<file path="config.mk">
export PLATFORM = sky130hd
export DESIGN_NAME = job_slot_pool
export DESIGN_NICKNAME = d
export VERILOG_FILES = /design/src/hdl/jsp_pkg.sv /design/src/hdl/jsp_ram.sv /design/src/hdl/job_slot_pool.sv
export SDC_FILE = /design/constraint.sdc
export NUM_CORES = 1
export LEC_CHECK = 0
export BUFFER_PORTS_ARGS = -buffer_cell sky130_fd_sc_hd__buf_2
export CORE_MARGIN = 2
export CORE_UTILIZATION = 65
export DETAILED_ROUTE_END_ITERATION = 8
export GPL_TIMING_DRIVEN = 0
export PLACE_DENSITY_LB_ADDON = 0.05
export SYNTH_ARGS = -nofsm -noshare
export SYNTH_HDL_FRONTEND = slang
export SYNTH_SLANG_ARGS = --single-unit
</file>
<file path="constraint.sdc">
create_clock -name i_clk -period 10.6 [get_ports i_clk]
set_input_delay 1.06 -clock i_clk [delete_from_list [all_inputs] [get_ports i_clk]]
set_output_delay 1.06 -clock i_clk [all_outputs]
set_load 0.05 [all_outputs]
</file>
<file path="src/hdl/jsp_pkg.sv">
`default_nettype none

package jsp_pkg;

    localparam int MAX_SLOTS = 16;
    localparam int SLOT_W    = $clog2(MAX_SLOTS);
    localparam int LINK_W    = $clog2(MAX_SLOTS + 1);

    localparam int REQ_W = 3;
    localparam int ID_W  = 4;
    localparam int PAY_W = 32;
    localparam int CNT_W = 5;

    typedef logic [LINK_W-1:0] t_link;
    typedef logic [SLOT_W-1:0] t_slot;

    localparam t_link NIL = LINK_W'(MAX_SLOTS);

    localparam logic [REQ_W-1:0] REQ_ADD    = 3'd0;
    localparam logic [REQ_W-1:0] REQ_TAKE   = 3'd1;
    localparam logic [REQ_W-1:0] REQ_FINISH = 3'd2;
    localparam logic [REQ_W-1:0] REQ_REMOVE = 3'd3;
    localparam logic [REQ_W-1:0] REQ_CLEAR  = 3'd4;

endpackage

`default_nettype wire

</file>
<file path="src/hdl/jsp_ram.sv">
`default_nettype none

module jsp_ram #(
    parameter int WIDTH = 8,
    parameter int DEPTH = 16
) (
    input  wire logic                     i_clk,
    input  wire logic                     i_we,
    input  wire logic [$clog2(DEPTH)-1:0] i_waddr,
    input  wire logic [WIDTH-1:0]         i_wdata,
    input  wire logic [$clog2(DEPTH)-1:0] i_raddr,
    output logic      [WIDTH-1:0]         o_rdata
);

    logic [WIDTH-1:0] r_mem [DEPTH];

    always_ff @(posedge i_clk) begin
        if (i_we) begin
            r_mem[i_waddr] <= i_wdata;
        end
        o_rdata <= r_mem[i_raddr];
    end

endmodule

`default_nettype wire

</file>
<file path="src/hdl/job_slot_pool.sv">
// job_slot_pool: pool of MAX_SLOTS job slots kept as a free stack and a
// pending stack, linked through one link memory; payloads sit in a second
// memory.
// Requests: drive i_req_type, i_slot_id, i_job_payload with start high; the
// request is taken at the clock edge where start is high and busy is low.
// Each request yields exactly one result, shown for one cycle with o_done
// high; the receiver must take it then, it cannot hold results off.
// The counts on o_free_count, o_pending_count, o_active_count are valid
// while o_done is high and change only at the edge that raises o_done.
// States passed, from the accepting edge to the edge that raises o_done:
//   add, take, finish, empty remove, empty clear, unused codes: S_HEAD.
//   remove: S_RM_WAIT walks the pending list from the head, then S_RM_FREE if found.
//   remove not found: S_RM_WAIT until the end of the pending list.
//   clear: S_CLR_WAIT moves each pending slot to the free stack.
// A new request may be accepted in the cycle o_done is high. The one read
// port of the link memory sets the pace: one list step per cycle, with
// registered reads.
// Reset (i_rst_n low at a clock edge): all slots free, nothing pending or
// active; link entries read as their reset chain until first written.
`default_nettype none

module job_slot_pool (
    input  wire logic                       i_clk,
    input  wire logic                       i_rst_n,
    input  wire logic                       start,
    output logic                            busy,
    input  wire logic [jsp_pkg::REQ_W-1:0]  i_req_type,
    input  wire logic [jsp_pkg::ID_W-1:0]   i_slot_id,
    input  wire logic [jsp_pkg::PAY_W-1:0]  i_job_payload,
    output logic                            o_done,
    output logic                            o_ok,
    output logic      [jsp_pkg::ID_W-1:0]   o_slot_out,
    output logic      [jsp_pkg::PAY_W-1:0]  o_payload_out,
    output logic      [jsp_pkg::CNT_W-1:0]  o_free_count,
    output logic      [jsp_pkg::CNT_W-1:0]  o_pending_count,
    output logic      [jsp_pkg::CNT_W-1:0]  o_active_count
);

    localparam logic [2:0] S_IDLE     = 3'd0;
    localparam logic [2:0] S_HEAD     = 3'd1;
    localparam logic [2:0] S_RM_WAIT  = 3'd2;
    localparam logic [2:0] S_RM_FREE  = 3'd3;
    localparam logic [2:0] S_CLR_WAIT = 3'd4;

    logic [2:0] r_state, n_state;
    jsp_pkg::t_link r_free_head, n_free_head;
    jsp_pkg::t_link r_pend_head, n_pend_head;
    jsp_pkg::t_link r_pend_total, n_pend_total;
    jsp_pkg::t_link r_act_total, n_act_total;
    logic [jsp_pkg::MAX_SLOTS-1:0] r_link_vld, n_link_vld;
    logic [jsp_pkg::MAX_SLOTS-1:0] r_active, n_active;
    logic r_done, n_done;

    logic [jsp_pkg::REQ_W-1:0] r_req, n_req;
    logic [jsp_pkg::ID_W-1:0]  r_sid, n_sid;
    logic [jsp_pkg::PAY_W-1:0] r_pay, n_pay;
    jsp_pkg::t_link r_cur, n_cur;
    jsp_pkg::t_link r_prev, n_prev;
    jsp_pkg::t_link r_cnt, n_cnt;
    jsp_pkg::t_slot r_rd_addr;
    logic r_rd_vld;
    logic r_ok, n_ok;
    logic [jsp_pkg::ID_W-1:0]  r_slot, n_slot;
    logic [jsp_pkg::PAY_W-1:0] r_pout, n_pout;

    logic                      link_we;
    jsp_pkg::t_slot            link_waddr;
    jsp_pkg::t_link            link_wdata;
    jsp_pkg::t_slot            link_raddr;
    jsp_pkg::t_link            link_ram_q;
    jsp_pkg::t_link            link_q;
    logic                      pay_we;
    logic [jsp_pkg::PAY_W-1:0] pay_q;

    logic           sid_in_range;
    jsp_pkg::t_slot sid_slot;
    logic           rm_hit;
    jsp_pkg::t_link cnt_inc;

    jsp_ram #(
        .WIDTH(jsp_pkg::LINK_W),
        .DEPTH(jsp_pkg::MAX_SLOTS)
    ) u_link_ram (
        .i_clk   (i_clk),
        .i_we    (link_we),
        .i_waddr (link_waddr),
        .i_wdata (link_wdata),
        .i_raddr (link_raddr),
        .o_rdata (link_ram_q)
    );

    jsp_ram #(
        .WIDTH(jsp_pkg::PAY_W),
        .DEPTH(jsp_pkg::MAX_SLOTS)
    ) u_pay_ram (
        .i_clk   (i_clk),
        .i_we    (pay_we),
        .i_waddr (link_waddr),
        .i_wdata (r_pay),
        .i_raddr (link_raddr),
        .o_rdata (pay_q)
    );

    // never-written link entries hold the reset chain
    assign link_q = r_rd_vld ? link_ram_q
                             : jsp_pkg::LINK_W'(r_rd_addr) + jsp_pkg::LINK_W'(1);

    assign sid_in_range = (int'(r_sid) < jsp_pkg::MAX_SLOTS);
    assign sid_slot     = jsp_pkg::SLOT_W'(r_sid);
    assign rm_hit       = sid_in_range && (r_cur == jsp_pkg::LINK_W'(r_sid));
    assign cnt_inc      = r_cnt + jsp_pkg::LINK_W'(1);

    always_comb begin
        n_state      = r_state;
        n_free_head  = r_free_head;
        n_pend_head  = r_pend_head;
        n_pend_total = r_pend_total;
        n_act_total  = r_act_total;
        n_link_vld   = r_link_vld;
        n_active     = r_active;
        n_done       = 1'b0;
        n_req        = r_req;
        n_sid        = r_sid;
        n_pay        = r_pay;
        n_cur        = r_cur;
        n_prev       = r_prev;
        n_cnt        = r_cnt;
        n_ok         = r_ok;
        n_slot       = r_slot;
        n_pout       = r_pout;
        link_we      = 1'b0;
        link_waddr   = r_cur[jsp_pkg::SLOT_W-1:0];
        link_wdata   = r_free_head;
        link_raddr   = r_cur[jsp_pkg::SLOT_W-1:0];
        pay_we       = 1'b0;

        case (r_state)
            S_IDLE: begin
                if (start) begin
                    n_req  = i_req_type;
                    n_sid  = i_slot_id;
                    n_pay  = i_job_payload;
                    n_cur  = r_pend_head;
                    n_prev = jsp_pkg::NIL;
                    n_cnt  = '0;
                    if (i_req_type == jsp_pkg::REQ_ADD) begin
                        link_raddr = r_free_head[jsp_pkg::SLOT_W-1:0];
                    end else begin
                        link_raddr = r_pend_head[jsp_pkg::SLOT_W-1:0];
                    end
                    if (i_req_type == jsp_pkg::REQ_REMOVE && r_pend_head != jsp_pkg::NIL) begin
                        n_state = S_RM_WAIT;
                    end else if (i_req_type == jsp_pkg::REQ_CLEAR &&
                                 r_pend_head != jsp_pkg::NIL) begin
                        n_state = S_CLR_WAIT;
                    end else begin
                        n_state = S_HEAD;
                    end
                end
            end
            S_HEAD: begin
                n_ok    = 1'b0;
                n_slot  = '0;
                n_pout  = '0;
                n_done  = 1'b1;
                n_state = S_IDLE;
                case (r_req)
                    jsp_pkg::REQ_ADD: begin
                        if (r_free_head != jsp_pkg::NIL) begin
                            link_we      = 1'b1;
                            pay_we       = 1'b1;
                            link_waddr   = r_free_head[jsp_pkg::SLOT_W-1:0];
                            link_wdata   = r_pend_head;
                            n_free_head  = link_q;
                            n_pend_head  = r_free_head;
                            n_pend_total = r_pend_total + jsp_pkg::LINK_W'(1);
                            n_ok         = 1'b1;
                            n_slot       = jsp_pkg::ID_W'(r_free_head);
                        end
                    end
                    jsp_pkg::REQ_TAKE: begin
                        if (r_pend_head != jsp_pkg::NIL) begin
                            n_pend_head  = link_q;
                            n_pend_total = r_pend_total - jsp_pkg::LINK_W'(1);
                            n_act_total  = r_act_total + jsp_pkg::LINK_W'(1);
                            n_active[r_pend_head[jsp_pkg::SLOT_W-1:0]] = 1'b1;
                            n_ok         = 1'b1;
                            n_slot       = jsp_pkg::ID_W'(r_pend_head);
                            n_pout       = pay_q;
                        end
                    end
                    jsp_pkg::REQ_FINISH: begin
                        if (r_act_total != '0 && sid_in_range && r_active[sid_slot]) begin
                            n_active[sid_slot] = 1'b0;
                            n_act_total = r_act_total - jsp_pkg::LINK_W'(1);
                            link_we     = 1'b1;
                            link_waddr  = sid_slot;
                            link_wdata  = r_free_head;
                            n_free_head = jsp_pkg::LINK_W'(r_sid);
                            n_ok        = 1'b1;
                        end
                    end
                    jsp_pkg::REQ_CLEAR: begin
                        n_ok = 1'b1;
                    end
                    default: begin
                    end
                endcase
            end
            S_RM_WAIT: begin
                if (rm_hit) begin
                    if (r_prev == jsp_pkg::NIL) begin
                        n_pend_head = link_q;
                    end else begin
                        link_we    = 1'b1;
                        link_waddr = r_prev[jsp_pkg::SLOT_W-1:0];
                        link_wdata = link_q;
                    end
                    n_state = S_RM_FREE;
                end else begin
                    n_prev = r_cur;
                    n_cur  = link_q;
                    n_cnt  = cnt_inc;
                    link_raddr = link_q[jsp_pkg::SLOT_W-1:0];
                    if (link_q == jsp_pkg::NIL || cnt_inc == jsp_pkg::NIL) begin
                        n_ok    = 1'b0;
                        n_slot  = '0;
                        n_pout  = '0;
                        n_done  = 1'b1;
                        n_state = S_IDLE;
                    end
                end
            end
            S_RM_FREE: begin
                link_we      = 1'b1;
                link_waddr   = r_cur[jsp_pkg::SLOT_W-1:0];
                link_wdata   = r_free_head;
                n_free_head  = r_cur;
                n_pend_total = r_pend_total - jsp_pkg::LINK_W'(1);
                n_ok         = 1'b1;
                n_slot       = '0;
                n_pout       = '0;
                n_done       = 1'b1;
                n_state      = S_IDLE;
            end
            S_CLR_WAIT: begin
                link_we     = 1'b1;
                link_waddr  = r_cur[jsp_pkg::SLOT_W-1:0];
                link_wdata  = r_free_head;
                n_free_head = r_cur;
                n_pend_head = link_q;
                n_cnt       = cnt_inc;
                n_cur       = link_q;
                link_raddr  = link_q[jsp_pkg::SLOT_W-1:0];
                if (link_q == jsp_pkg::NIL || cnt_inc == jsp_pkg::NIL) begin
                    n_pend_head  = jsp_pkg::NIL;
                    n_pend_total = '0;
                    n_ok         = 1'b1;
                    n_slot       = '0;
                    n_pout       = '0;
                    n_done       = 1'b1;
                    n_state      = S_IDLE;
                end
            end
            default: begin
                n_state = S_IDLE;
            end
        endcase

        if (link_we) begin
            n_link_vld[link_waddr] = 1'b1;
        end
    end

    always_ff @(posedge i_clk) begin
        if (!i_rst_n) begin
            r_state      <= S_IDLE;
            r_free_head  <= '0;
            r_pend_head  <= jsp_pkg::NIL;
            r_pend_total <= '0;
            r_act_total  <= '0;
            r_link_vld   <= '0;
            r_active     <= '0;
            r_done       <= 1'b0;
        end else begin
            r_state      <= n_state;
            r_free_head  <= n_free_head;
            r_pend_head  <= n_pend_head;
            r_pend_total <= n_pend_total;
            r_act_total  <= n_act_total;
            r_link_vld   <= n_link_vld;
            r_active     <= n_active;
            r_done       <= n_done;
        end
    end

    always_ff @(posedge i_clk) begin
        r_req     <= n_req;
        r_sid     <= n_sid;
        r_pay     <= n_pay;
        r_cur     <= n_cur;
        r_prev    <= n_prev;
        r_cnt     <= n_cnt;
        r_ok      <= n_ok;
        r_slot    <= n_slot;
        r_pout    <= n_pout;
        r_rd_addr <= link_raddr;
        r_rd_vld  <= r_link_vld[link_raddr];
    end

    assign busy            = (r_state != S_IDLE);
    assign o_done          = r_done;
    assign o_ok            = r_ok;
    assign o_slot_out      = r_slot;
    assign o_payload_out   = r_pout;
    assign o_pending_count = jsp_pkg::CNT_W'(r_pend_total);
    assign o_active_count  = jsp_pkg::CNT_W'(r_act_total);
    assign o_free_count    = jsp_pkg::CNT_W'(jsp_pkg::NIL - r_pend_total - r_act_total);

endmodule

`default_nettype wire

</file>
# After elaboration in Yosys (flattened, before gate mapping)
# Memories as Yosys holds them, arrays and structs flattened. A register that Yosys moved wholly into a read port is not among the register bits.
# Index checks and enable logic that the tools add are counted.
# classes
addsub	8
order_cmp	7
eq_ne	28
muxes	95
bitwise	4
n_reduce_logical	30
# ops
operator	count
$mux 32	4
$pmux 32 s4	1
$mux 5	23
$pmux 5 s2	7
$pmux 5 s3	4
$mux 4	11
$mux 16	2
$or 16x16->16	2
$pmux 16 s2	1
$pmux 4 s2	3
$mux 1	21
$lt 4x5->1 const B	4
$and 16x16->16	1
$ne 2x2->1 const B	8
$not 16->16	1
$pmux 4 s4	1
$add 5x1->5 const B	3
$eq 5x5->1 const B	3
$mux 3	5
$demux 1 s4	3
$eq 3x2->1 const B	4
$ge 4x1->1 const B	3
$pmux 4 s3	1
$reduce_and 4->1	3
28 further kinds	53
# totals
ff_bits	152
ram_bits	592
inputBits	42
memories	2
# memory_table
memory	depth	width	read_ports	rd_clocked_by_memory_dff	write_ports	line	source
u_pay_ram.r_mem	16	32	1	1	1	jsp_ram.sv:15	logic [WIDTH-1:0] r_mem [DEPTH];
u_link_ram.r_mem	16	5	1	1	1	jsp_ram.sv:15	

# Longest topological paths before layout
# Gate-level depths: netlist (run 1).
# logic_depth
ltp_word	11
ltp_mapped	12
ltp_nobuf	10

# Hierarchy
# From an unflattened synthesis (run 1), not the netlist that was laid out.
# hier_totals
hier_cells	1717
area_unflattened_um2	30633.1
# modules_own_cells
mod	n_inst	cells_per_inst	area_each_um2	seq_area_each_um2
jsp_ram (u_pay_ram)	1	838	19835.3	16015.4
job_slot_pool	1	724	7584.8	3953.8
jsp_ram (u_link_ram)	1	155	3213.1	2502.4

# Worst setup path before layout (run 1)
# No wires, ideal clock.
# synth_path
path_type	flip-flop to flip-flop
start	register r_act_total[1] (netlist: o_active_count[1])
end	memory u_pay_ram.r_mem[12][0] (netlist name) (enable)
arrival_ns	4.682
t_required_ns	10.139
setup_slack_ns	5.457
path_stages_with_launch	9
cell_sequence	dfxtp_1 > or4_1 > nor2_1 > or4_1 > clkbuf_1 > a21oi_1 > a211oi_1 > o21ai_1 > nor3_1
# synth_between
elab_chain_len	5
# synth_rtl
element	line	source
start, declared	job_slot_pool.sv:49	jsp_pkg::t_link r_act_total, n_act_total;
start signal, assigned	job_slot_pool.sv:290	r_act_total <= n_act_total;
$reduce_bool 5->1	job_slot_pool.sv:193	if (r_act_total != '0 && sid_in_range && r_active[sid_slot]) begin
$logic_and 1x1->1	job_slot_pool.sv:193	
$mux 4	job_slot_pool.sv:193	
$pmux 4 s2	job_slot_pool.sv:167	case (r_req)
$pmux 4 s2	job_slot_pool.sv:137	case (r_state)
end, declared	jsp_ram.sv:15	
# Every way passes these cells.

# Worst setup path after layout (run 1)
# layout_path
start	register r_sid[0] (netlist name)
end	memory u_pay_ram.r_mem[4][2] (netlist name) (enable)
# layout_between
elab_chain_len	6
# layout_rtl
element	line	source
start, declared	job_slot_pool.sv:55	logic [jsp_pkg::ID_W-1:0] r_sid, n_sid;
start signal, assigned	job_slot_pool.sv:299	r_sid <= n_sid;
$bmux 1 s4	job_slot_pool.sv:193	
$mux 1 (implied by the code)	job_slot_pool.sv:193	
$logic_and 1x1->1	job_slot_pool.sv:193	
$mux 4	job_slot_pool.sv:193	
$pmux 4 s2	job_slot_pool.sv:167	
$pmux 4 s2 (*)	job_slot_pool.sv:137	
# Every way passes the cells marked *; elsewhere a longest branch is shown, timed or not. The select of a mux whose other input is x is not followed.

==> results of run 1 <==
## metal layers
layer  wire length, um  share of wire [%]  global-route usage (%)  vias to the layer above
li1                  -                  -                       -                     8860
met1             34300                 40                    49.0                    10300
met2             40200                 47                    54.3                     1338
met3              9070                 11                    7.40                      222
met4              2690                3.1                    12.3                        2
met5                 8             0.0093                       0                        -
## where the power goes
part,switching [mW],internal (mW)
combinational,0.369,0.152
clock,1.17,1.56
sequential,0.0541,3.41
total,1.59,5.12
## placed cells by master, fill, tap and decap left out, drive strengths merged, types with 14 or more instances in the layout
| master | Yosys | routed |
|---|---|---|
| nor2 | 75 | 75 |
| nand2 | 316 | 316 |
| a211oi | 58 | 58 |
| inv | 31 | 36 |
| mux2i | 122 | 122 |
| a32oi | 95 | 95 |
| clkinv | 1 | 26 |
| a22oi | 15 | 15 |
| a21boi | 50 | 50 |
| buf | 67 | 204 |
| a221oi | 28 | 28 |
| edfxtp | 683 | 683 |
| a21oi | 96 | 96 |
| o21ai | 54 | 54 |
| nand3 | 27 | 27 |
| nor3 | 42 | 42 |
| o31ai | 29 | 29 |
| and2 | 36 | 36 |
| clkbuf | 63 | 171 |
| dfxtp | 98 | 98 |
| o211a | 25 | 25 |
| xnor2 | 15 | 15 |
| ha | 14 | 14 |
## flip-flops by register name, indices dropped and copies added (netlist names), 16 cells and up
name / flops
u_link_ram.r_mem: 80
u_pay_ram.o_rdata: 32
o_payload_out: 32
r_active: 16
r_pay: 32
r_link_vld: 16
u_pay_ram.r_mem: 512
## worst paths after layout
check | cells past startpoint | start | slack, ns | end
worst min register to register | 2 | r_link_vld[6]$_SDFFE_PN0P_ | 0.46 | r_link_vld[6]$_SDFFE_PN0P_
worst min-delay path | 2 | r_link_vld[6]$_SDFFE_PN0P_ | 0.46 | r_link_vld[6]$_SDFFE_PN0P_
worst max register to register | 10 | r_sid[0]$_DFFE_PP_ | 5.66 | u_pay_ram.r_mem[4][2]$_DFFE_PP_
worst max-delay path | 10 | r_sid[0]$_DFFE_PP_ | 5.66 | u_pay_ram.r_mem[4][2]$_DFFE_PP_
## cells by family after synthesis
family / synth area share, %
AO/OA/AOI/OAI: 11.8
multiplexers: 4.23
XOR/XNOR: 0.673
flip-flops: 71.9
AND/OR/NAND/NOR: 8.23
buffers and inverters: 2.43
adder cells (fa/ha/maj): 0.689
## cell type report
| class | count | area [sq um] | share of cell area (%) |
|---|---|---|---|
| Sequential cell | 781 | 22500 | 62.9 |
| Multi-Input combinational cell | 1238 | 8120 | 22.7 |
| Clock buffer | 108 | 2160 | 6.04 |
| Timing Repair Buffer | 137 | 1040 | 2.91 |
| Tap cell | 615 | 769 | 2.16 |
| Buffer | 130 | 639 | 1.79 |
| Clock inverter | 37 | 378 | 1.06 |
| Inverter | 32 | 120 | 0.336 |
| Antenna cell | 2 | 5.00 | 0.0140 |
## worst max-delay path: stages, from the launching register on
cell                       delay, ns
sky130_fd_sc_hd__edfxtp_1       0.47
sky130_fd_sc_hd__buf_2          0.34
sky130_fd_sc_hd__mux4_2         0.57
sky130_fd_sc_hd__o22ai_1        0.26
sky130_fd_sc_hd__or3_1          0.23
sky130_fd_sc_hd__a21oi_1        0.18
sky130_fd_sc_hd__a211oi_1       0.69
sky130_fd_sc_hd__o21ai_1        0.48
sky130_fd_sc_hd__nor3_2         0.94
sky130_fd_sc_hd__buf_6          0.28
sky130_fd_sc_hd__buf_6          0.19
## metrics by stage
step,util [%],instances,total power [mW],area (sq um)
final,75.1,3080,6.71,35700
after global routing,75.1,3078,6.86,35700
after CTS,75.0,3076,6.71,35700
after detailed placement,69.7,2931,4.03,33100
after global placement,68.3,2891,4.01,32500
after floorplan,-,2181,3.82,31200
==> impl_summary.log, run 1 <==
[metrics] fraction of layout instances using a drive strength above 1: 14.8%
[metrics] most area-hungry cell type in the Yosys netlist: sky130_fd_sc_hd__edfxtp_1
[metrics] port buffer count: 95
[metrics] final hold violation count: 0
[metrics] Rows: 80
[metrics] status: completed
[metrics] total routing usage reported by global routing: 34.7%
[metrics] detailed-route wire length: 86300 um
[metrics] library cells used by synthesis: 74
[metrics] post-synthesis async set-or-reset flop share: 0%
[metrics] detailed placer's ending HPWL: 57000 um
[metrics] shortest period the worst path allows: 4.94 ns
[metrics] number of nets in the finished design: 2456
[metrics] number of max-slew violations in the final report: 0
[metrics] via count of the routed design: 20700
[metrics] Die Ht: 223 um
[metrics] number of instances resized during post-cts repair: 0
[metrics] critical path start-end classification: reg2reg
[metrics] unrepaired setup endpoints after global routing: no
[metrics] Peak supply drop: 166 uV
[metrics] number of synthesized flops with an enable pin: 683
[metrics] final clock skew: 0.0242 ns
[metrics] setup violators final: 0
[metrics] relative slew slack: 4.57%
[metrics] sequential share of the synthesized area: 71.9%
[metrics] antenna violations before repair: 2
[metrics] number of iterations in the first detailed-routing pass: 5
[metrics] pre-CTS WS: 5.89 ns
[metrics] CTS root buf: sky130_fd_sc_hd__clkbuf_16
[metrics] DRT antenna net count: 0
[metrics] die footprint: 0.0498 sq mm
[metrics] flop and latch count out of synthesis: 781
[metrics] overall die width: 223 um
[metrics] top cells by area in the synthesized netlist: sky130_fd_sc_hd__edfxtp_1 (66%), sky130_fd_sc_hd__dfxtp_1 (6.3%), sky130_fd_sc_hd__mux2i_1 (3.9%), sky130_fd_sc_hd__nand2_1 (3.8%), sky130_fd_sc_hd__a32oi_1 (2.7%)
[metrics] clock insertion delay at the later pin of the skew report: 0.63 ns
[metrics] drt via density: 6.73
[metrics] Static Leakage: 12.1 nW
[metrics] Longest Clk Path Bufs: 3
[metrics] Top FF cell, synth: sky130_fd_sc_hd__edfxtp_1
[metrics] maximum number of pins on one net before global-route repair: 23
[metrics] initial cell density of the core: 65.7%
[metrics] CTS Buf Count: 78
[metrics] first-pass GRT wire length: 126000 um
[metrics] Least-Margin Pin Slew: 1.43 ns
[metrics] worst hold path class: reg2reg
[metrics] clock tree from TritonCTS: built
[metrics] Synth Net Count: 2239
[metrics] final-layout fill cell count: 2921
[metrics] total power divided by cell area: 188 mW/mm^2
[metrics] setup slack after layout: 5.66 ns
[metrics] element type at the critical path end: flop
[metrics] number of hold buffers added after CTS: 0
[metrics] Startpoint Class: flop
[metrics] CTS H-tree depth: 3
[metrics] Placeable Area: 0.0475 sq mm
[metrics] total I/O pin count: 96
[metrics] f_max: 202 MHz
[metrics] post-CTS repair timing setup buffer count: 0
[metrics] top-area cell type share of the netlist area: 65.7%
[metrics] Routed WL per cell: 28.0 um
[metrics] arrival time at the worst endpoint: 5.26 ns
[metrics] worst hold slack after final layout: 0.457 ns
[metrics] Post-Syn Instances: 2181
[metrics] Clock Pin Slew Worst Setup and Hold Paths: 0.06 ns
[metrics] Worst EP required: 10.92 ns
[metrics] weighted congestion reported at the end of routability-driven placement: 0.953
[metrics] Area Growth Syn to Fin: 14.3%
[metrics] global-route congestion overflow total: 0
[metrics] Setup TNS: 0 ns
[metrics] number of sinks driven by the clock tree: 781
[metrics] mapped cell area: 0.0312 sq mm
[metrics] number of global-route vias before repair: 20100
[metrics] library cell with the highest instance count after synthesis: sky130_fd_sc_hd__edfxtp_1
[metrics] initial detailed-routing violation count: 2697
[metrics] top cells by instance count after synthesis: sky130_fd_sc_hd__edfxtp_1 (683), sky130_fd_sc_hd__nand2_1 (316), sky130_fd_sc_hd__mux2i_1 (122), sky130_fd_sc_hd__dfxtp_1 (98), sky130_fd_sc_hd__a21oi_1 (96)
[metrics] crit path max fanout: 10
[metrics] max cap viols: 0
[metrics] DRC: 0
[metrics] average cell area after synthesis: 14.3 sq um
[metrics] ratio of final minimum period to clock period: 46.6%
[metrics] synth warn: 0
No activity file was read; power rests on OpenSTA's default activity.
==> inputs of run 2 (changes only) <==
--- a/config.mk
+++ b/config.mk
@@ -7,7 +7,7 @@
 export LEC_CHECK = 0
 export BUFFER_PORTS_ARGS = -buffer_cell sky130_fd_sc_hd__buf_2
 export CORE_MARGIN = 2
-export CORE_UTILIZATION = 65
+export CORE_UTILIZATION = 56
 export DETAILED_ROUTE_END_ITERATION = 8
 export GPL_TIMING_DRIVEN = 0
 export PLACE_DENSITY_LB_ADDON = 0.05
==> constraint.sdc (replaced) <==
create_clock -name i_clk -period 4.31 [get_ports i_clk]
set_input_delay 0.431 -clock i_clk [delete_from_list [all_inputs] [get_ports i_clk]]
set_output_delay 0.431 -clock i_clk [all_outputs]
set_load 0.05 [all_outputs]
==> run 2 against run 1 <==
- cell area up 3.0%
- highest routed layer is now met4
- non-clock buffer count up 59
- largest cell class unchanged
- sequential cell count unchanged
==> impl_summary.log, run 2 (same netlist as run 1, synthesis figures left out) <==
[metrics] met2 usage: 47.6% (was 54.3%)
[metrics] minimum setup slack among reg-to-reg paths: 0.002 ns (was 5.66 ns)
[metrics] clock insertion delay at the later pin of the skew report: 0.63 ns (about the same)
[metrics] overall die width: 240 um (was 223 um)
[metrics] Worst path max stage delay: 0.64 ns (was 0.94 ns)
[metrics] maximum number of pins on one net before global-route repair: 23 (unchanged)
[metrics] arrival time at the worst endpoint: 4.55 ns (was 5.26 ns)
[metrics] met1 GRT Util: 43.6% (was 49.0%)
[metrics] Clock Pin Slew Worst Setup and Hold Paths: 0.06 ns (about the same)
[metrics] max FFs per register: 512 (unchanged)
[metrics] number of iterations in the first detailed-routing pass: 5 (unchanged)
[metrics] via count of the routed design: 20200 (was 20700)
[metrics] number of max-slew violations in the final report: 0 (unchanged)
[metrics] status: completed (unchanged)
[metrics] Final Power: 16.6 mW (was 6.71 mW)
[metrics] detailed-route wire length: 88000 um (was 86300 um)
[metrics] sequential power share: 51.1% (was 51.5%)
[metrics] final clock skew: 0.0259 ns (was 0.0242 ns)
[metrics] worst hold path class: in2reg (was reg2reg)
[metrics] weighted congestion reported at the end of routability-driven placement: 0.922 (was 0.953)
[metrics] Routed WL per cell: 26.9 um (was 28.0 um)
[metrics] Layout Cells excl Fill: 3273 (was 3080)
[metrics] global routing's busiest layer: met2 (unchanged)
[metrics] CTS root buf: sky130_fd_sc_hd__clkbuf_16 (unchanged)
[metrics] power share of the clock group: 40.9% (was 40.7%)
[metrics] crit path cell chain: clkbuf_1 > nand2_1 > clkinv_1 > nand2_1 > nor4_1 > or4_1 > clkbuf_1 > a21oi_1 > nor3_2 (was buf_2 > mux4_2 > o22ai_1 > or3_1 > a21oi_1 > a211oi_1 > o21ai_1 > nor3_2 > buf_6 > buf_6)
[metrics] Rows: 86 (was 80)
[metrics] placed cell count: 3060 (was 2931)
[metrics] CTS Buf Count: 79 (was 78)
[metrics] fraction of power consumed by combinational cells: 8.0% (was 7.8%)
[metrics] Startpoint Class: flop (unchanged)
[metrics] unrepaired setup endpoints after global routing: yes (was no)
[metrics] DRC: 0 (unchanged)
[metrics] Die Ht: 240 um (was 223 um)
[metrics] antenna violations before repair: 1 (was 2)
[metrics] crit path max fanout: 11 (was 10)
[metrics] clock tree from TritonCTS: built (unchanged)
[metrics] initial cell density of the core: 56.7% (was 65.7%)
[metrics] Peak supply drop: 397 uV (was 166 uV)
[metrics] total routing usage reported by global routing: 30.6% (was 34.7%)
[metrics] Placeable Area: 0.0551 sq mm (was 0.0475 sq mm)
[metrics] setup violators final: 0 (unchanged)
[metrics] Static Leakage: 12.5 nW (was 12.1 nW)
[metrics] fraction of layout instances using a drive strength above 1: 16.2% (was 14.8%)
[metrics] total power divided by cell area: 452 mW/mm^2 (was 188 mW/mm^2)
[metrics] number of nets in the finished design: 2516 (was 2456)
[metrics] die footprint: 0.0577 sq mm (was 0.0498 sq mm)
[metrics] port buffer count: 95 (unchanged)
[metrics] Area Growth Syn to Fin: 17.7% (was 14.3%)
[metrics] max cap viols: 0 (unchanged)
[metrics] initial detailed-routing violation count: 2317 (was 2697)
[metrics] element type at the critical path end: flop (unchanged)
[metrics] commonest non-fill, non-tap cell in the layout: sky130_fd_sc_hd__edfxtp_1 (unchanged)
[metrics] critical path start-end classification: reg2reg (unchanged)
[metrics] setup slack after layout: 0.00215 ns (was 5.66 ns)
[metrics] cell count of the worst hold path: 1 (was 2)
[metrics] total I/O pin count: 96 (unchanged)
[metrics] number of global-route vias before repair: 19500 (was 20100)
[metrics] proportion of total power due to net switching: 23.5% (was 23.7%)
[metrics] final-layout fill cell count: 3987 (was 2921)
[metrics] met3 global-route usage: 5.36% (was 7.40%)
[metrics] slowest cell on the critical path: sky130_fd_sc_hd__nor3_2 (unchanged)
[metrics] Worst EP required: 4.56 ns (was 10.92 ns)
[metrics] final hold violation count: 0 (unchanged)
[metrics] Worst Reg2Reg Path Length in Cells: 9 (was 10)
[metrics] Endpoint, Worst Hold: r_req[0]$_DFFE_PP_ (was r_link_vld[6]$_SDFFE_PN0P_)
[metrics] Least-Margin Pin Slew: 1.46 ns (was 1.43 ns)
[metrics] DRT antenna net count: 0 (unchanged)
[metrics] f_max: 232 MHz (was 202 MHz)
[metrics] Switching Power: 3.91 mW (was 1.59 mW)
[metrics] worst hold start: i_req_type[0] (was r_link_vld[6]$_SDFFE_PN0P_)
[metrics] reg-to-reg startpoint: r_req[1]$_DFFE_PP_ (was r_sid[0]$_DFFE_PP_)
[metrics] top library cells by usage in the layout, fill and taps aside: sky130_fd_sc_hd__edfxtp_1 (683), sky130_fd_sc_hd__nand2_1 (316), sky130_fd_sc_hd__buf_2 (138) (unchanged)
[metrics] worst r2r dst: u_link_ram.r_mem[0][0]$_DFFE_PP_ (was u_pay_ram.r_mem[4][2]$_DFFE_PP_)
[metrics] internal portion of total power: 12.7 mW (was 5.12 mW)
[metrics] relative slew slack: 2.08% (was 4.57%)
[metrics] Final Core Density: 66.7% (was 75.1%)
[metrics] detailed placer's ending HPWL: 58000 um (was 57000 um)
[metrics] drt via density: 6.18 (was 6.73)
[metrics] pre-CTS WS: -0.379 ns (was 5.89 ns)
[metrics] shortest period the worst path allows: 4.31 ns (was 4.94 ns)
[metrics] CTS H-tree depth: 3 (unchanged)
[metrics] first-pass GRT wire length: 127000 um (was 126000 um)
[metrics] ratio of final minimum period to clock period: 100% (was 46.6%)
[metrics] Setup TNS: 0 ns (unchanged)
[metrics] registers with the most flip-flops: u_pay_ram.r_mem (512), u_link_ram.r_mem (80) (unchanged)
[metrics] Longest Clk Path Bufs: 3 (unchanged)
[metrics] global-route congestion overflow total: 0 (unchanged)
[metrics] number of sinks driven by the clock tree: 781 (unchanged)
[metrics] register with the most flip-flops: u_pay_ram.r_mem (unchanged)
run 2: metal layers:
layer	share of wire, %	wire (um)
met5	0	0
met4	3.7	3240
met3	8.9	7800
met2	46	40300
met1	42	36600
run 2: power groups by stage:
stage / Combinational, mW / Clock (mW) / Sequential, mW
after global routing: 1.40 / 7.17 / 8.52
after global placement: 1.22 / 0 / 8.66
after CTS: 1.29 / 6.89 / 8.50
after detailed placement: 1.26 / 0 / 8.66
after floorplan: 0.725 / 0 / 8.67
final: 1.32 / 6.81 / 8.50
run 2: cell type report:
type	count	area, sq um	area share (%)
inverter	32	123	0.334
buffer	130	643	1.75
multi-input combinational	1238	8240	22.4
antenna	1	2.50	0.00681
tap	748	936	2.55
clock buffer	109	2230	6.07
clock inverter	38	357	0.970
timing repair buffer	196	1760	4.78
sequential	781	22500	61.1
run 2: how the worst max path moves through the flow:
| stage | start | slack (ns) | to |
|---|---|---|---|
| 6_report | r_req[1]$_DFFE_PP_ | 0.002 | u_link_ram.r_mem[0][0]$_DFFE_PP_ |
| 5_1_grt | r_req[1]$_DFFE_PP_ | -0.16 | u_link_ram.r_mem[12][0]$_DFFE_PP_ |
| 4_1_cts | r_sid[0]$_DFFE_PP_ | -0.01 | u_pay_ram.r_mem[14][28]$_DFFE_PP_ |
| 3_5_place_dp | r_sid[0]$_DFFE_PP_ | -0.38 | u_pay_ram.r_mem[12][20]$_DFFE_PP_ |
| 3_3_place_gp | r_sid[0]$_DFFE_PP_ | -4.10 | u_pay_ram.r_mem[12][20]$_DFFE_PP_ |
| 2_1_floorplan | o_active_count[1]$_SDFFE_PN0P_ | -0.83 | u_pay_ram.r_mem[12][0]$_DFFE_PP_ |
run 2: worst max-delay path, delay by kind of cell (launching register included):
kind,cells,cell delay (ns)
buf+inv,3,1.20
flops,1,0.34
compound gates,1,0.30
simple gates,5,2.08
run 2: per-stage QoR:
stage | hold WS (ns) | area, sq um
6_report | 0.0643 | 36800
5_1_grt | 0.0728 | 36800
4_1_cts | 0.00379 | 36600
3_5_place_dp | 0.445 | 33400
3_3_place_gp | 0.435 | 32700
2_1_floorplan | 0.424 | 31300
run 2: timing repair:
item,CTS,global route
gates resized for setup,8,18
buffers inserted,24,3
pin swaps,15,2
endpoints found under the setup margin,310,385
hold buffers,35,1
endpoints found under the hold margin,35,1
gates cloned,0,0
